==> src/embedding_table_gather_train_macros.svh <==
// assertion macros for the embedding table engine
// no dependencies; the files that assert include this header
`ifndef EMBEDDING_TABLE_GATHER_TRAIN_MACROS_SVH
`define EMBEDDING_TABLE_GATHER_TRAIN_MACROS_SVH
`ifndef SYNTHESIS
// same-cycle implication, checked on every rising edge of clock
`define ETGT_ASSERT_IMP(lbl, pre, post) \
   lbl: assert property (@(posedge clock) disable iff (reset) (pre) |-> (post)) \
      else $error("etgt assertion failed");
// next-cycle implication
`define ETGT_ASSERT_NEXT(lbl, pre, post) \
   lbl: assert property (@(posedge clock) disable iff (reset) (pre) |=> (post)) \
      else $error("etgt assertion failed");
`else
`define ETGT_ASSERT_IMP(lbl, pre, post)
`define ETGT_ASSERT_NEXT(lbl, pre, post)
`endif
`endif

==> src/etgt_fifo.sv <==
// small register queue, used for the command and result queues
// no package dependency
module etgt_fifo #(
   parameter int WIDTH = 8,
   parameter int DEPTH = 2,
   localparam int PTR_W = (DEPTH > 1) ? $clog2(DEPTH) : 1,
   localparam int CNT_W = $clog2(DEPTH) + 1
) (
   input  logic             clock,
   input  logic             reset,
   input  logic             push,
   input  logic [WIDTH-1:0] wr_data,
   input  logic             pop,
   output logic [WIDTH-1:0] rd_data,
   output logic             empty,
   output logic             full,
   output logic [CNT_W-1:0] count
);

   logic [WIDTH-1:0] mem_ff [DEPTH];
   logic [PTR_W-1:0] wr_ptr_ff, wr_ptr_in;
   logic [PTR_W-1:0] rd_ptr_ff, rd_ptr_in;
   logic [CNT_W-1:0] count_ff, count_in;

   always_comb begin
      wr_ptr_in = wr_ptr_ff;
      rd_ptr_in = rd_ptr_ff;
      if (push) begin
         wr_ptr_in = (wr_ptr_ff == PTR_W'(DEPTH - 1)) ? '0 : wr_ptr_ff + 1'b1;
      end
      if (pop) begin
         rd_ptr_in = (rd_ptr_ff == PTR_W'(DEPTH - 1)) ? '0 : rd_ptr_ff + 1'b1;
      end
      count_in = count_ff + CNT_W'(push) - CNT_W'(pop);
   end

   always_ff @(posedge clock) begin
      if (reset) begin
         wr_ptr_ff <= '0;
         rd_ptr_ff <= '0;
         count_ff  <= '0;
      end else begin
         wr_ptr_ff <= wr_ptr_in;
         rd_ptr_ff <= rd_ptr_in;
         count_ff  <= count_in;
      end
   end

   always_ff @(posedge clock) begin
      if (push) begin
         mem_ff[wr_ptr_ff] <= wr_data;
      end
   end

   assign rd_data = mem_ff[rd_ptr_ff];
   assign empty   = (count_ff == '0);
   assign full    = (count_ff == CNT_W'(DEPTH));
   assign count   = count_ff;

endmodule

==> config.mk <==
export PLATFORM = sky130hd
export DESIGN_NAME = etgt_fifo
export DESIGN_NICKNAME = d
export VERILOG_FILES = /design/src/embedding_table_gather_train_macros.svh /design/src/etgt_fifo.sv
export SDC_FILE = /design/constraint.sdc
export NUM_CORES = 1
export LEC_CHECK = 0
export BUFFER_PORTS_ARGS = -buffer_cell sky130_fd_sc_hd__clkbuf_2
export CAP_MARGIN = 10
export CORE_UTILIZATION = 35
export CTS_BUF_LIST = sky130_fd_sc_hd__clkbuf_4
export CTS_CLUSTER_SIZE = 28
export DETAILED_ROUTE_END_ITERATION = 10
export MAX_ROUTING_LAYER = met4
export PLACE_DENSITY_LB_ADDON = 0.15
export SYNTH_ARGS = -nofsm -noshare
export SYNTH_HDL_FRONTEND = slang
export SYNTH_SLANG_ARGS = --single-unit
==> constraint.sdc <==
create_clock -name clock -period 1.65 [get_ports clock]
set_input_delay 0.2475 -clock clock [delete_from_list [all_inputs] [get_ports clock]]
set_output_delay 0.2475 -clock clock [all_outputs]
set_load 0.01 [all_outputs]
# Word-level counts from Yosys, hierarchy flattened
# Memories as Yosys holds them, arrays and structs flattened. A register that Yosys moved wholly into a read port is not among the register bits.
# Index checks and enable logic that the tools add are counted.
# Widths: inputs -> output; s select.
# word_totals
reg_bits	4
mem_bits_rw	16
in_bits	12
output_inout_bits	12
n_memories	1
# mem_list
memory	words	word_bits	read_ports	rd_clocked_by_memory_dff	wr	line	source
mem_ff	2	8	1	1	1	etgt_fifo.sv:20	logic [WIDTH-1:0] mem_ff [DEPTH];
# op_classes
addsub	4
n_eq_ne	1
muxes	6
n_reduce_logical	1
# op_table
cell	n
$mux 1	6
$add 1x1->1 const B	2
$add 2x1->2	1
$eq 2x2->1 const B	1
$logic_not 2->1	1
$sub 2x1->2	1

# Longest topological paths before layout
# logic_depth
depth_word	4
ltp_mapped	6
mapped_depth_nobuf	6

# Worst setup path after synthesis
# No wires, ideal clock.
# synth_path
path_kind	register to register
start	register count_ff[0] (netlist: count[0])
end	register count_ff[1] (netlist: count[1])
arrival_time_ps	1117
required_ps	1540
setup_slack_ps	423
path_stages_with_launch	7
path_buffers	0
cell_sequence	dfxtp_1 -> inv_1 -> ha_1 -> inv_1 -> ha_1 -> xnor3_1 -> nor2_1
# synth_via
elab_chain_len	2
# synth_rtl
element	line	source
start, declared	etgt_fifo.sv:23	logic [CNT_W-1:0] count_ff, count_in;
start signal, assigned	etgt_fifo.sv:45	count_ff <= count_in;
$add 2x1->2	etgt_fifo.sv:34	count_in = count_ff + CNT_W'(push) - CNT_W'(pop);
$sub 2x1->2	etgt_fifo.sv:34	
# Every way passes these cells.
# A chain may end at the register's enable or synchronous reset.

==> summary.txt <==
Clock latency on the worst-skew pair: 290 ps
Worst hold endpoint: mem_ff[1][1]$_DFFE_PP_
GP Congestion: 0.6177
Clk pwr share: 0.231
Crit path time final: 1482 ps
Hold wc startpoint: wr_data[1]
Crit path max fanout: 8
Num CTS Buffers: 3
Htree depth: 1
Max Buffers Root-to-Sink: 2
Total power: 0.001083 W
Fin crit share: 0.8983
Post-synthesis mux area share: 0.1137
P_int: 0.0008307 W
Prevailing post-synth register cell: edfxtp_1
First-pass GRT wire length: 1925 µm
PwrDens: 1103 mW/mm²
FF-to-FF End: count[1]$_SDFF_PP0_
Post-DRT Antenna Nets: 0
Status: finished clean
Reg-to-reg startpoint: count[0]$_SDFF_PP0_
Area growth from synthesis to layout: 24.01%
Reg-to-reg slack, setup: 390 ps
Crit path launch type: flop
Worst path required time: 1400 ps
Initial DRC Count: 10
Root buffer cell: clkbuf_4
Net Switching: 0.0002527 W
Final Hold Fails: 0
Post-DP HPWL: 852.2 µm
Layout net count: 89
Post-CTS setup buffers: 0
Fraction of the mapped netlist area in adder cells: 0.03160
Largest net degree at the start of global routing: 12
Port Buf Inserts: 23
Main combinational cell family by area after synthesis: multiplexers
RSZ-0062 raised after global routing: no
Max-slew headroom: 0.7466
R2R cell count: 6
Setup Skew: 9.519 ps
Combinational share of power: 0.177
Layout cell share with drive strength beyond 1: 0.5135
Pre-antenna DRT Iters: 4
Post-synth top cells: 16 x edfxtp_1, 8 x mux2_2, 5 x dfxtp_1, 5 x nor2_1, 3 x nor2b_1
Synth Instances: 46
Library cells used by synthesis: 11
I/O Pins: 24
Util after Layout: 0.4810
Final Setup Violations: 0
Reg power frac: 0.592
Total gr overflow: 0
Fmax: 0.6747 GHz
Initial antenna violation count: 0
CP Capture Type: primary output
Crit path kind: flop to primary output
Flops & latches, synth: 21
CTS tree: yes
Ranking of synthesized cells by area: edfxtp_1 61%, dfxtp_1 13%, mux2_2 11%
# DRC: 0
Total Routing Usage GR: 0.1086
Vias post-DR: 452
Synth Area in XOR/XNOR: 0.05055
Syn_nets: 60
EDFF count, synth: 16
Syn. warnings: 0
Top-count cell post-synth: edfxtp_1
Vias per cell: 4.475
Die W: 49.57 µm
Tightest Pin Transition: 380.1 ps
Sw Ratio: 0.2333
Max-cap violations: 0
Setup TNS: 0 ps
Worst path slowest cell: dfxtp_2
Register area share after synthesis: 0.7330
Slew Viols, Final: 0
Initial core utilization: 0.3879
Mapped Area: 792.0 µm²
Hold Path Class: input port to flop
Routed len/inst: 11.25 µm
Share of the synthesized area in the top cell type: 0.6066
Mapped Avg Cell Area: 17.22 µm²
WL final: 1136 µm
Worst vdd ir: 0.0005173 V
Yosys top cell by area: edfxtp_1
Die Footprint: 0.002457 mm²
Core area: 0.002042 mm²
Num Clock Sinks: 21
CP Data Arrival Time: 1230 ps
Synth async-reset ratio: 0
Worst-path clk slew: 110 ps
Lkg Pwr: 0.4056 nW
CP Cell Sequence: mux2_2 -> clkbuf_2
Site row count: 16
Vias in the first global route: 460
Hold depth: 1
Synth Area in Compound Gates: 0
Fill count: 202
Ant. Diodes: 0
Max stage delay on crit path: 460 ps
Area share of and/or/nand/nor cells after synthesis: 0.05529
Die H: 49.57 µm
[metal layers]
metal  vias to the layer above  routed length, µm  track usage
met2                        14                567       0.1712
li1                        219                  -            -
met4                         0                  9      0.05714
met1                       217                494       0.1307
met5                         -                  0            -
met3                         2                 65      0.02160
[how the worst max path moves through the flow]
stage / end / from / slack (ps) / depth (start not counted)
2_1_floorplan: count[1]$_SDFF_PP0_ / count[0]$_SDFF_PP0_ / 420 / 6
3_3_place_gp: rd_data[2] / flop / 380 / 2
3_5_place_dp: rd_data[2] / flop / 370 / 2
4_1_cts: rd_data[7] / flop / 20 / 2
5_1_grt: rd_data[2] / flop / 90 / 2
6_report: rd_data[2] / flop / 170 / 2
[registers in the layout, summed over array words and instances (netlist names), named ones only]
name and count:
mem_ff 16, count 2, rd_ptr_ff 1, wr_ptr_ff 1
[stage by stage]
| step | instance area, µm² | std cells | hold WS [ps] | setup slack, ps |
|---|---|---|---|---|
| 5_1_grt | 982.2 | 101 | 120.7 | 87.66 |
| 3_3_place_gp | 950.9 | 97 | 437.2 | 381.2 |
| 4_1_cts | 980.9 | 101 | 134.6 | 18.77 |
| 6_report | 982.2 | 101 | 139.8 | 167.8 |
| 2_1_floorplan | 792.0 | 46 | 319.1 | 422.5 |
| 3_5_place_dp | 950.9 | 97 | 442.3 | 366.4 |
[layout make-up]
type | count | area (µm²) | share of cell area
clock buffer | 4 | 30.03 | 0.03057
sequential | 21 | 581.8 | 0.5924
timing repair buffer | 25 | 130.1 | 0.1325
tap | 27 | 33.78 | 0.03439
multi-input combinational | 22 | 198.9 | 0.2025
inverter | 2 | 7.507 | 0.007643
[power by group through the flow]
stage / sequential (W) / combinational (W) / clock (W)
finish: 0.000642 / 0.000192 / 0.000250
detailed placement: 0.000654 / 0.000193 / 0
global route: 0.000649 / 0.000212 / 0.000283
CTS: 0.000642 / 0.000194 / 0.000255
floorplan: 0.000648 / 0.000117 / 0
global placement: 0.000652 / 0.000190 / 0
[cell families after synthesis]
family	after synthesis
xor+xnor	3
fa+ha+maj	2
buf+inv	3
flops	21
mux	8
simple gates	9
[worst max-delay path, delay by kind of cell (launching register included)]
kind	cells	cell delay, ps
buffers and inverters	1	130
muxes	1	360
DFF	1	460
[what timing repair did]
action,4_1_cts,5_1_grt
hold buffers,0,0
endpoints found under the setup margin,0,8
gates resized for setup,0,1
[layout by cell type, fill, tap and decap left out]
| cell | count |
|---|---|
| and2_1 | 1 |
| buf_4 | 2 |
| clkbuf_2 | 23 |
| clkbuf_4 | 4 |
| dfxtp_1 | 4 |
| dfxtp_2 | 1 |
| edfxtp_1 | 16 |
| ha_1 | 2 |
| inv_1 | 2 |
| mux2_2 | 8 |
| nor2_1 | 5 |
| nor2b_1 | 3 |
| xnor2_1 | 2 |
| xnor3_1 | 1 |
Power figures use the tool's default switching activity.
